**config.mk**
```make
export PLATFORM = sky130hd
export DESIGN_NAME = wavetable_voice_mixer_flat
export DESIGN_NICKNAME = d
export VERILOG_FILES = /design/src/rtl/wtvm_pkg.sv /design/src/rtl/wtvm_if.sv /design/src/rtl/wavetable_voice_mixer.sv /design/src/flat_wrapper.sv
export SDC_FILE = /design/constraint.sdc
export NUM_CORES = 1
export LEC_CHECK = 0
export ABC_AREA = 0
export BUFFER_PORTS_ARGS = -buffer_cell sky130_fd_sc_hd__buf_2
export CAP_MARGIN = 20
export CORE_ASPECT_RATIO = 0.6
export CORE_MARGIN = 2
export CORE_UTILIZATION = 50
export CTS_CLUSTER_DIAMETER = 60
export DETAILED_ROUTE_END_ITERATION = 10
export PLACE_DENSITY_LB_ADDON = 0.25
export SYNTH_ARGS = -nofsm -noshare
export SYNTH_HDL_FRONTEND = slang
export SYNTH_SLANG_ARGS = --single-unit
```
**constraint.sdc**
```tcl
create_clock -name clk -period 22 [get_ports clk]
set_clock_uncertainty 0.15 [all_clocks]
set_input_delay 1.1 -clock clk [delete_from_list [all_inputs] [get_ports clk]]
set_output_delay 1.1 -clock clk [all_outputs]
set_load 0.005 [all_outputs]
```
**src/rtl/wtvm_pkg.sv**
```systemverilog
// package: register map, field types and frame payload types of the wavetable voice mixer
`default_nettype none
package wtvm_pkg;

    typedef logic signed [15:0] sample_t;
    typedef logic signed [15:0] mix_t;
    typedef logic signed [15:0] volume_t;
    typedef logic        [31:0] address_t;
    typedef logic        [15:0] step_t;

    localparam int CFG_DATA_W = 32;
    localparam int CFG_ADDR_W = 5;
    localparam int REG_IDX_W  = 3;

    typedef logic [REG_IDX_W-1:0] reg_idx_t;

    localparam reg_idx_t REG_VOLUME_LEFT   = 3'd0;
    localparam reg_idx_t REG_VOLUME_RIGHT  = 3'd1;
    localparam reg_idx_t REG_STEP_WHOLE    = 3'd2;
    localparam reg_idx_t REG_STEP_FRACTION = 3'd3;
    localparam reg_idx_t REG_LOOP_ENABLE   = 3'd4;
    localparam reg_idx_t REG_LOOP_START    = 3'd5;
    localparam reg_idx_t REG_SAMPLE_END    = 3'd6;
    localparam reg_idx_t REG_START_ADDRESS = 3'd7;

    // input frame as held in the input stage
    typedef struct packed {
        sample_t sample_value;
        mix_t    mix_left_in;
        mix_t    mix_right_in;
        logic    first_voice;
    } frame_in_t;

    // result frame as held in the output stage
    typedef struct packed {
        mix_t     mix_left_out;
        mix_t     mix_right_out;
        address_t fetch_address;
        logic     voice_active;
    } frame_out_t;

endpackage
`default_nettype wire

```
**src/rtl/wtvm_if.sv**
```systemverilog
// interfaces: input frame channel and result frame channel with valid/ready handshake
`default_nettype none
interface wtvm_in_if;
    import wtvm_pkg::*;

    logic    valid;
    logic    ready;
    sample_t sample_value;
    mix_t    mix_left_in;
    mix_t    mix_right_in;
    logic    first_voice;

    modport source (output valid, output sample_value, output mix_left_in,
                    output mix_right_in, output first_voice, input ready);
    modport sink   (input valid, input sample_value, input mix_left_in,
                    input mix_right_in, input first_voice, output ready);
endinterface

interface wtvm_out_if;
    import wtvm_pkg::*;

    logic     valid;
    logic     ready;
    mix_t     mix_left_out;
    mix_t     mix_right_out;
    address_t fetch_address;
    logic     voice_active;

    modport source (output valid, output mix_left_out, output mix_right_out,
                    output fetch_address, output voice_active, input ready);
    modport sink   (input valid, input mix_left_out, input mix_right_out,
                    input fetch_address, input voice_active, output ready);
endinterface
`default_nettype wire

```
**src/rtl/wavetable_voice_mixer.sv**
```systemverilog
// top level: one wavetable playback voice mixed into a stereo frame stream
`default_nettype none
//
// channel   direction  handshake        payload
// in_ch     sink       valid / ready    sample_value, mix_left_in, mix_right_in, first_voice
// out_ch    source     valid / ready    mix_left_out, mix_right_out, fetch_address, voice_active
// apb       slave      psel / penable   paddr[4:2] selects register, pwdata / prdata 32 bits
//
// one frame per clock sustained while out_ch is not stalled; out_ch valid rises once the frame
// has passed the input stage, then the multiply / mix / address update into the output stage
// the phase add and the 32-bit address add and end compare form the loop that sets this rate
// rst_n clears the configuration, the voice position and the playing flag, and both stage valids
// a stalled out_ch holds the output stage; the input stage still takes one more frame
//
module wavetable_voice_mixer (
    input  wire                          clk,
    input  wire                          rst_n,
    wtvm_in_if.sink                      in_ch,
    wtvm_out_if.source                   out_ch,
    input  wire                          psel,
    input  wire                          penable,
    input  wire                          pwrite,
    input  wire [wtvm_pkg::CFG_ADDR_W-1:0] paddr,
    input  wire [wtvm_pkg::CFG_DATA_W-1:0] pwdata,
    output logic [wtvm_pkg::CFG_DATA_W-1:0] prdata,
    output logic                         pready
);
    import wtvm_pkg::*;

    // configuration registers
    volume_t  volume_left_reg;
    volume_t  volume_right_reg;
    step_t    step_whole_reg;
    step_t    step_fraction_reg;
    logic     loop_enable_reg;
    address_t loop_start_reg;
    address_t sample_end_reg;
    address_t start_address_reg;

    // voice state
    address_t read_position_reg;
    address_t read_position_next;
    step_t    phase_fraction_reg;
    step_t    phase_fraction_next;
    logic     playing_reg;
    logic     playing_next;

    // pipeline stages
    logic       in_valid_reg;
    frame_in_t  in_frame_reg;
    logic       out_valid_reg;
    frame_out_t out_frame_reg;
    frame_out_t out_frame_next;

    logic     cfg_write;
    reg_idx_t cfg_idx;
    logic     out_free;
    logic     stage_move;
    logic     in_take;

    logic signed [31:0] product_left;
    logic signed [31:0] product_right;
    mix_t               contrib_left;
    mix_t               contrib_right;
    logic [16:0]        fraction_sum;
    logic [16:0]        advance;
    address_t           advanced_position;

    assign pready    = 1'b1;
    assign cfg_write = psel && penable && pwrite && pready;
    assign cfg_idx   = paddr[CFG_ADDR_W-1:2];

    // handshake: output stage frees when empty or being taken
    assign out_free     = !out_valid_reg || out_ch.ready;
    assign stage_move   = in_valid_reg && out_free;
    assign in_ch.ready  = !in_valid_reg || out_free;
    assign in_take      = in_ch.valid && in_ch.ready;

    assign out_ch.valid         = out_valid_reg;
    assign out_ch.mix_left_out  = out_frame_reg.mix_left_out;
    assign out_ch.mix_right_out = out_frame_reg.mix_right_out;
    assign out_ch.fetch_address = out_frame_reg.fetch_address;
    assign out_ch.voice_active  = out_frame_reg.voice_active;

    // register read-back
    always_comb
    begin
        case (cfg_idx)
            REG_VOLUME_LEFT:   prdata = {{(CFG_DATA_W-16){volume_left_reg[15]}}, volume_left_reg};
            REG_VOLUME_RIGHT:  prdata = {{(CFG_DATA_W-16){volume_right_reg[15]}},
                                         volume_right_reg};
            REG_STEP_WHOLE:    prdata = {{(CFG_DATA_W-16){1'b0}}, step_whole_reg};
            REG_STEP_FRACTION: prdata = {{(CFG_DATA_W-16){1'b0}}, step_fraction_reg};
            REG_LOOP_ENABLE:   prdata = {{(CFG_DATA_W-1){1'b0}}, loop_enable_reg};
            REG_LOOP_START:    prdata = loop_start_reg;
            REG_SAMPLE_END:    prdata = sample_end_reg;
            REG_START_ADDRESS: prdata = start_address_reg;
            default:           prdata = '0;
        endcase
    end

    // gain products, bits 17..2 kept as the 16-bit contribution
    assign product_left  = volume_left_reg * in_frame_reg.sample_value;
    assign product_right = volume_right_reg * in_frame_reg.sample_value;
    assign contrib_left  = product_left[17:2];
    assign contrib_right = product_right[17:2];

    // phase advance: carry out of the fraction joins the whole step at 17 bits
    assign fraction_sum      = {1'b0, phase_fraction_reg} + {1'b0, step_fraction_reg};
    assign advance           = {1'b0, step_whole_reg} + {16'd0, fraction_sum[16]};
    assign advanced_position = read_position_reg + {15'd0, advance};

    always_comb
    begin
        read_position_next  = read_position_reg;
        phase_fraction_next = phase_fraction_reg;
        playing_next        = playing_reg;
        out_frame_next.mix_left_out  = in_frame_reg.mix_left_in;
        out_frame_next.mix_right_out = in_frame_reg.mix_right_in;

        if (playing_reg)
        begin
            if (in_frame_reg.first_voice)
            begin
                out_frame_next.mix_left_out  = contrib_left;
                out_frame_next.mix_right_out = contrib_right;
            end
            else
            begin
                out_frame_next.mix_left_out  = in_frame_reg.mix_left_in + contrib_left;
                out_frame_next.mix_right_out = in_frame_reg.mix_right_in + contrib_right;
            end

            phase_fraction_next = fraction_sum[15:0];

            // zero advance skips the end test
            if (advance != 17'd0)
            begin
                read_position_next = advanced_position;
                if (advanced_position >= sample_end_reg)
                begin
                    if (loop_enable_reg)
                        read_position_next = loop_start_reg;
                    else
                        playing_next = 1'b0;
                end
            end
        end

        out_frame_next.fetch_address = read_position_next;
        out_frame_next.voice_active  = playing_next;
    end

    // configuration and voice state
    always_ff @(posedge clk or negedge rst_n)
    begin
        if (!rst_n)
        begin
            volume_left_reg    <= '0;
            volume_right_reg   <= '0;
            step_whole_reg     <= '0;
            step_fraction_reg  <= '0;
            loop_enable_reg    <= 1'b0;
            loop_start_reg     <= '0;
            sample_end_reg     <= '0;
            start_address_reg  <= '0;
            read_position_reg  <= '0;
            phase_fraction_reg <= '0;
            playing_reg        <= 1'b0;
        end
        else if (cfg_write)
        begin
            case (cfg_idx)
                REG_VOLUME_LEFT:   volume_left_reg   <= pwdata[15:0];
                REG_VOLUME_RIGHT:  volume_right_reg  <= pwdata[15:0];
                REG_STEP_WHOLE:    step_whole_reg    <= pwdata[15:0];
                REG_STEP_FRACTION: step_fraction_reg <= pwdata[15:0];
                REG_LOOP_ENABLE:   loop_enable_reg   <= pwdata[0];
                REG_LOOP_START:    loop_start_reg    <= pwdata;
                REG_SAMPLE_END:    sample_end_reg    <= pwdata;
                REG_START_ADDRESS:
                begin
                    // restarts the voice from the new address
                    start_address_reg  <= pwdata;
                    read_position_reg  <= pwdata;
                    phase_fraction_reg <= '0;
                    playing_reg        <= 1'b1;
                end
                default: ;
            endcase
        end
        else if (stage_move)
        begin
            read_position_reg  <= read_position_next;
            phase_fraction_reg <= phase_fraction_next;
            playing_reg        <= playing_next;
        end
    end

    // stage valids
    always_ff @(posedge clk or negedge rst_n)
    begin
        if (!rst_n)
        begin
            in_valid_reg  <= 1'b0;
            out_valid_reg <= 1'b0;
        end
        else
        begin
            if (in_ch.ready)
                in_valid_reg <= in_ch.valid;
            if (out_free)
                out_valid_reg <= in_valid_reg;
        end
    end

    // stage payloads
    always_ff @(posedge clk)
    begin
        if (in_take)
        begin
            in_frame_reg.sample_value <= in_ch.sample_value;
            in_frame_reg.mix_left_in  <= in_ch.mix_left_in;
            in_frame_reg.mix_right_in <= in_ch.mix_right_in;
            in_frame_reg.first_voice  <= in_ch.first_voice;
        end
        if (stage_move)
            out_frame_reg <= out_frame_next;
    end

endmodule
`default_nettype wire

```
**src/flat_wrapper.sv**
```systemverilog
// flat-port wrapper written by rule: the top's interface ports become plain ports
module wavetable_voice_mixer_flat import wtvm_pkg::*;
  (clk, rst_n, psel, penable, pwrite, paddr, pwdata, prdata, pready, in_ch_valid, in_ch_sample_value, in_ch_mix_left_in, in_ch_mix_right_in, in_ch_first_voice, in_ch_ready, out_ch_valid, out_ch_mix_left_out, out_ch_mix_right_out, out_ch_fetch_address, out_ch_voice_active, out_ch_ready);
  wtvm_in_if in_ch_i ();
  wtvm_out_if out_ch_i ();
  input  wire clk;
  input  wire rst_n;
  input  wire psel;
  input  wire penable;
  input  wire pwrite;
  input  wire [wtvm_pkg::CFG_ADDR_W-1:0] paddr;
  input  wire [wtvm_pkg::CFG_DATA_W-1:0] pwdata;
  output logic [wtvm_pkg::CFG_DATA_W-1:0] prdata;
  output logic pready;
  input wire logic [$bits(in_ch_i.valid)-1:0] in_ch_valid;
  input wire logic [$bits(in_ch_i.sample_value)-1:0] in_ch_sample_value;
  input wire logic [$bits(in_ch_i.mix_left_in)-1:0] in_ch_mix_left_in;
  input wire logic [$bits(in_ch_i.mix_right_in)-1:0] in_ch_mix_right_in;
  input wire logic [$bits(in_ch_i.first_voice)-1:0] in_ch_first_voice;
  output wire logic [$bits(in_ch_i.ready)-1:0] in_ch_ready;
  output wire logic [$bits(out_ch_i.valid)-1:0] out_ch_valid;
  output wire logic [$bits(out_ch_i.mix_left_out)-1:0] out_ch_mix_left_out;
  output wire logic [$bits(out_ch_i.mix_right_out)-1:0] out_ch_mix_right_out;
  output wire logic [$bits(out_ch_i.fetch_address)-1:0] out_ch_fetch_address;
  output wire logic [$bits(out_ch_i.voice_active)-1:0] out_ch_voice_active;
  input wire logic [$bits(out_ch_i.ready)-1:0] out_ch_ready;
  assign in_ch_i.valid = in_ch_valid;
  assign in_ch_i.sample_value = in_ch_sample_value;
  assign in_ch_i.mix_left_in = in_ch_mix_left_in;
  assign in_ch_i.mix_right_in = in_ch_mix_right_in;
  assign in_ch_i.first_voice = in_ch_first_voice;
  assign in_ch_ready = in_ch_i.ready;
  assign out_ch_valid = out_ch_i.valid;
  assign out_ch_mix_left_out = out_ch_i.mix_left_out;
  assign out_ch_mix_right_out = out_ch_i.mix_right_out;
  assign out_ch_fetch_address = out_ch_i.fetch_address;
  assign out_ch_voice_active = out_ch_i.voice_active;
  assign out_ch_i.ready = out_ch_ready;
  wavetable_voice_mixer u_core (.clk(clk), .rst_n(rst_n), .in_ch(in_ch_i), .out_ch(out_ch_i), .psel(psel), .penable(penable), .pwrite(pwrite), .paddr(paddr), .pwdata(pwdata), .prdata(prdata), .pready(pready));
endmodule
```
# Word-level counts from Yosys, hierarchy flattened

Cells that the tools add are included.

Flip-flop bits (word level): 326
Bits in latches: 0
Memory bits (writable): 0
Bits in read-only memories: 0
Output and inout port bits: 100
Memories: 0

Add/subtract/negate cells: 5
$mul: 2
Div/mod/pow operators: 0
Magnitude comparators: 1
Equality and inequality tests: 8
Shift-type cells: 0
Mux-type cells: 21
Bitwise operators: 0
Reductions and logical operators: 22

Operator list:

| cell               | count |
|---|---|
| $mux 32            | 9 |
| $pmux 32 s8        | 1 |
| $mux 16            | 4 |
| $mul 16x16->18     | 2 |
| $add 16x16->16     | 2 |
| $add 32x17->32     | 1 |
| $ge 32x32->1       | 1 |
| $reduce_and 2->1   | 9 |
| $add 16x1->17      | 1 |
| $add 16x16->17     | 1 |
| $reduce_bool 17->1 | 1 |
| $eq 3x3->1 const B | 4 |
| $mux 1             | 7 |
| $eq 3x2->1 const B | 2 |
| $logic_and 1x1->1  | 4 |
| $reduce_bool 2->1  | 2 |
| $eq 3x1->1 const B | 1 |
| $logic_not 3->1    | 1 |
| $reduce_and 3->1   | 1 |
| $logic_not 1->1    | 2 |
| $logic_or 1x1->1   | 2 |
| $ne 2x2->1 const B | 1 |

# Depth between registers and ports, before layout

Word-level depth: 9
Gate-level depth with buffers: 40
Mapped depth without buffers: 35

# Worst setup path before layout

Ideal clock, no wire load.

Kind: register -> register
From: reg u_core.phase_fraction_reg[0]
To: reg u_core.out_frame_reg, in the netlist u_core.out_ch.fetch_address[14], data pin
Setup time: 268 ps
Arrival time: 7451 ps
Required time: 21582 ps
Setup slack: 14131 ps
Cell stages (with the launch flop): 38
Path buffers: 5
Period minus slack after synthesis: 7869 ps
Path through: dfrtp_1 ha_1 fa_1 a21o_1 a21oi_1 o21ai_0 nand2_1 o2111ai_1 a41oi_1 nor2b_1 o21ai_0 nand2b_1 ha_1 ha_1 buf_1 xor2_1 ha_1 nand3_1 (+2 left out) o31a_1 o31a_1 o31a_1 clkbuf_1 nor3_1 or2_2 ha_1 a2111oi_0 o21ai_0 a221o_1 a21oi_1 nor4b_2 or2_2 clkbuf_1 buf_2 buf_2 mux2i_1 o21ai_0

RTL lines:

| what                     | line                         | text |
|---|---|---|
| start: declaration       | wavetable_voice_mixer.sv:43  | `step_t phase_fraction_reg;` |
| start signal: assignment | wavetable_voice_mixer.sv:195 | `phase_fraction_reg <= phase_fraction_next;` |
| end signal: assignment   | wavetable_voice_mixer.sv:228 | `out_frame_reg <= out_frame_next;` |
| end: declaration         | wavetable_voice_mixer.sv:52  | `frame_out_t out_frame_reg;` |

==> results.py <==
metrics = {
    "outcome": {
        "status": "finished, final reports clean",
    },
    "cts": {
        "cts_sinks": 326,
        "post-cts-setup-buffers": 0,
        "clock_path_buffers": 3,
        "cts_resized": 0,
        "cts_hold_buf": 0,
        "path_clk_slew_ps": 70,
        "cts_root_buf": "clkbuf_16",
        "worst_skew_pair.late_latency_ps": 590,
        "h-tree-depth": 2,
        "cts_buffers": 36,
        "cts_tree": "built",
    },
    "synthesis": {
        "syn_area_um2": 28750,
        "syn-instance-count": 3086,
        "synth_compound_area_share_pct": 11.67,
        "syn_nets": 3622,
        "ys_ff_latch": 326,
        "synthArstFlopShare_pct": 65.03,
        "synth_area_leader_cell": "dfrtp_1",
        "synth_top_area_share_pct": 18.46,
        "synth_mux_area_share_pct": 6.089,
        "synth_edf_count": 114,
        "yosys-top-cells-count": "447 x nand2_1, 375 x inv_1, 223 x ha_1",
        "synth_xor_area_share_pct": 4.784,
        "synth.distinct_cells": 84,
        "synth.area.top_cells": "dfrtp_1 18%, fa_1 15%, edfxtp_1 12%, ha_1 9.7%, nand2_1 5.8%",
        "synth_top_family_by_area": "adder cells",
        "ys.flop_type": "dfrtp_1",
        "yosysSeqAreaShare_pct": 30.36,
        "yosysWarnings": 0,
        "syn_area_per_cell_um2": 9.315,
        "yosys.area_share.simple_pct": 15.09,
        "yosysMostFrequentCell": "nand2_1",
        "synthAdderAreaFrac_pct": 25.03,
    },
    "floorplanning": {
        "die_x_um": 313.5,
        "chipHeight_um": 189.7,
        "coreArea_um2": 57170,
        "initial_core_util_pct": 50.28,
        "rows": 68,
        "die-area_um2": 59490,
        "num_io_pins": 193,
    },
    "sta": {
        "period_minus_slack_ps": 11090,
        "finalSetupViolCount": 0,
        "post-route-period-util_pct": 50.39,
        "rsz0062_at_grt": "no",
        "tightest_slew_ps": 1219,
        "tns_ps": 0,
        "slew_violations": 0,
        "slew-limit-headroom_pct": 18.44,
        "max_freq_ghz": 0.09021,
        "hold_viol_final": 0,
    },
    "critical_path": {
        "criticalPathCategory": "reg2reg",
        "path_buf_inv": 1,
        "crit_fanout": 40,
        "reg2reg_from": "u_core.step_fraction_reg[0]",
        "critical-path-slowest-cell": "nor3_1",
        "cp-end-kind": "register",
        "rr_worst_depth": 35,
        "regToRegSetupSlack_ps": 10910,
        "crit_required_ps": 22180,
        "critical-path-top-delay-family": "simple AND/OR/NAND/NOR gates",
        "crit_top_cell": "ha_1",
        "critPathMaxStageDelay_ps": 910,
        "arrival_ps": 11270,
        "worst_setup_path_start_kind": "register",
        "rr_endpoint": "u_core.out_ch.fetch_address[30]",
    },
    "min_path": {
        "min_from": "u_core.start_address_reg[13]",
        "hold_end": "u_core.start_address_reg[13]",
        "hold_depth": 2,
        "hold_path_class": "reg2reg",
    },
    "grt": {
        "grt_start_max_net_pins": 76,
        "grt_pass1_vias": 23430,
        "grt_pass1_wl_um": 134900,
        "antenna_found_initial": 0,
        "grt_usage_pct": 29.56,
        "grt_remaining_overflow": 0,
    },
    "final_layout": {
        "syn2layout_area_growth_pct": 9.850,
        "num-fill-cells": 5001,
        "largest_reg_flops": 49,
        "fin_area_um2": 31580,
        "nNetsFinal": 3738,
        "drive_gt1_share_pct": 13.51,
    },
    "route": {
        "wirelength_um": 86950,
        "routed-via-count": 23380,
        "ant_nets": 0,
        "vias_per_cell": 5.849,
        "drtPass1Iterations": 5,
        "wl_per_cell_um": 21.75,
        "first_iter_violations": 2377,
        "drc": 0,
    },
    "job": {
        "maxCapViolCount": 0,
    },
    "placed_design": {
        "numPortBuffers": 189,
        "gp_congestion": 0.9620,
        "place_area_um2": 30400,
        "dp.final_hpwl_um": 63260,
    },
}
worst min-delay path, stage by stage (launching register included):
cell	delay (ps)
dfrtp_1	350
nand2_1	50
nand2_1	50
how the worst max path moves through the flow:
stage,cells after the start,slack (ps),to,startpoint
3_5_place_dp,35,11630,u_core.out_ch.fetch_address[30],u_core.step_fraction_reg[0]
3_3_place_gp,35,11860,u_core.out_ch.fetch_address[30],u_core.step_fraction_reg[0]
4_1_cts,35,11550,u_core.out_ch.fetch_address[30],u_core.step_fraction_reg[0]
6_report,35,10910,u_core.out_ch.fetch_address[30],u_core.step_fraction_reg[0]
2_1_floorplan,37,14130,u_core.out_ch.fetch_address[14],u_core.phase_fraction_reg[0]
5_1_grt,35,10430,u_core.out_ch.fetch_address[30],u_core.step_fraction_reg[0]
cell families after synthesis:
kind of cell,after synthesis
buffers and inverters,523
muxes,158
adders and majority gates,443
DFF,326
xor gates and xnor gates,157
other,1
and+or+nand+nor,938
AOI/OAI and AO/OA,540
cell type report:
type	count	area (um2)	area share, %
antenna	1	2.502	0.007925
inverter	376	1411	4.470
multi-input combinational	2237	18050	57.15
clock buffer	45	978.4	3.099
sequential	326	8730	27.65
timing repair buffer	225	1246	3.947
clock inverter	18	197.7	0.6261
tap	770	963.4	3.051
layout by cell type, fill, tap and decap left out, drive strengths merged, types with 12 or more instances in the layout:
cell	n
clkinv	12
inv	379
a21o	33
a21oi	146
dfrtp	212
buf	225
mux2i	41
and2	142
a211oi	15
fa	220
nand3	37
nor3	49
nor2	145
edfxtp	114
xor2	41
mux2	115
o22ai	26
a22oi	19
o21a	16
nor2b	12
clkbuf	45
a31oi	35
o21ai	160
ha	223
and3	32
nand2b	17
nand2	449
xnor2	116
per-stage QoR:
stage	hold WS (ps)	setup WS, ps	std cells	util [%]
6_report	331.5	10910	3998	55.23
3_3_place_gp	302.6	11860	3933	53.12
2_1_floorplan	290.1	14130	3086	-
3_5_place_dp	315.1	11630	3934	53.17
4_1_cts	330.9	11550	3997	55.22
5_1_grt	345.8	10430	3997	55.22
metal layers:
| metal | GRT usage, % | vias up | share of wire (%) |
|---|---|---|---|
| li1 | - | 10540 | - |
| met1 | 43.52 | 11590 | 44 |
| met2 | 41.91 | 1117 | 41 |
| met3 | 9.200 | 136 | 12 |
| met4 | 7.858 | 0 | 2.4 |
| met5 | 0 | - | 0 |
Power is left out: the tool's default activity adds up to more than one toggle a clock period on the data nets, which glitch-free logic cannot reach.
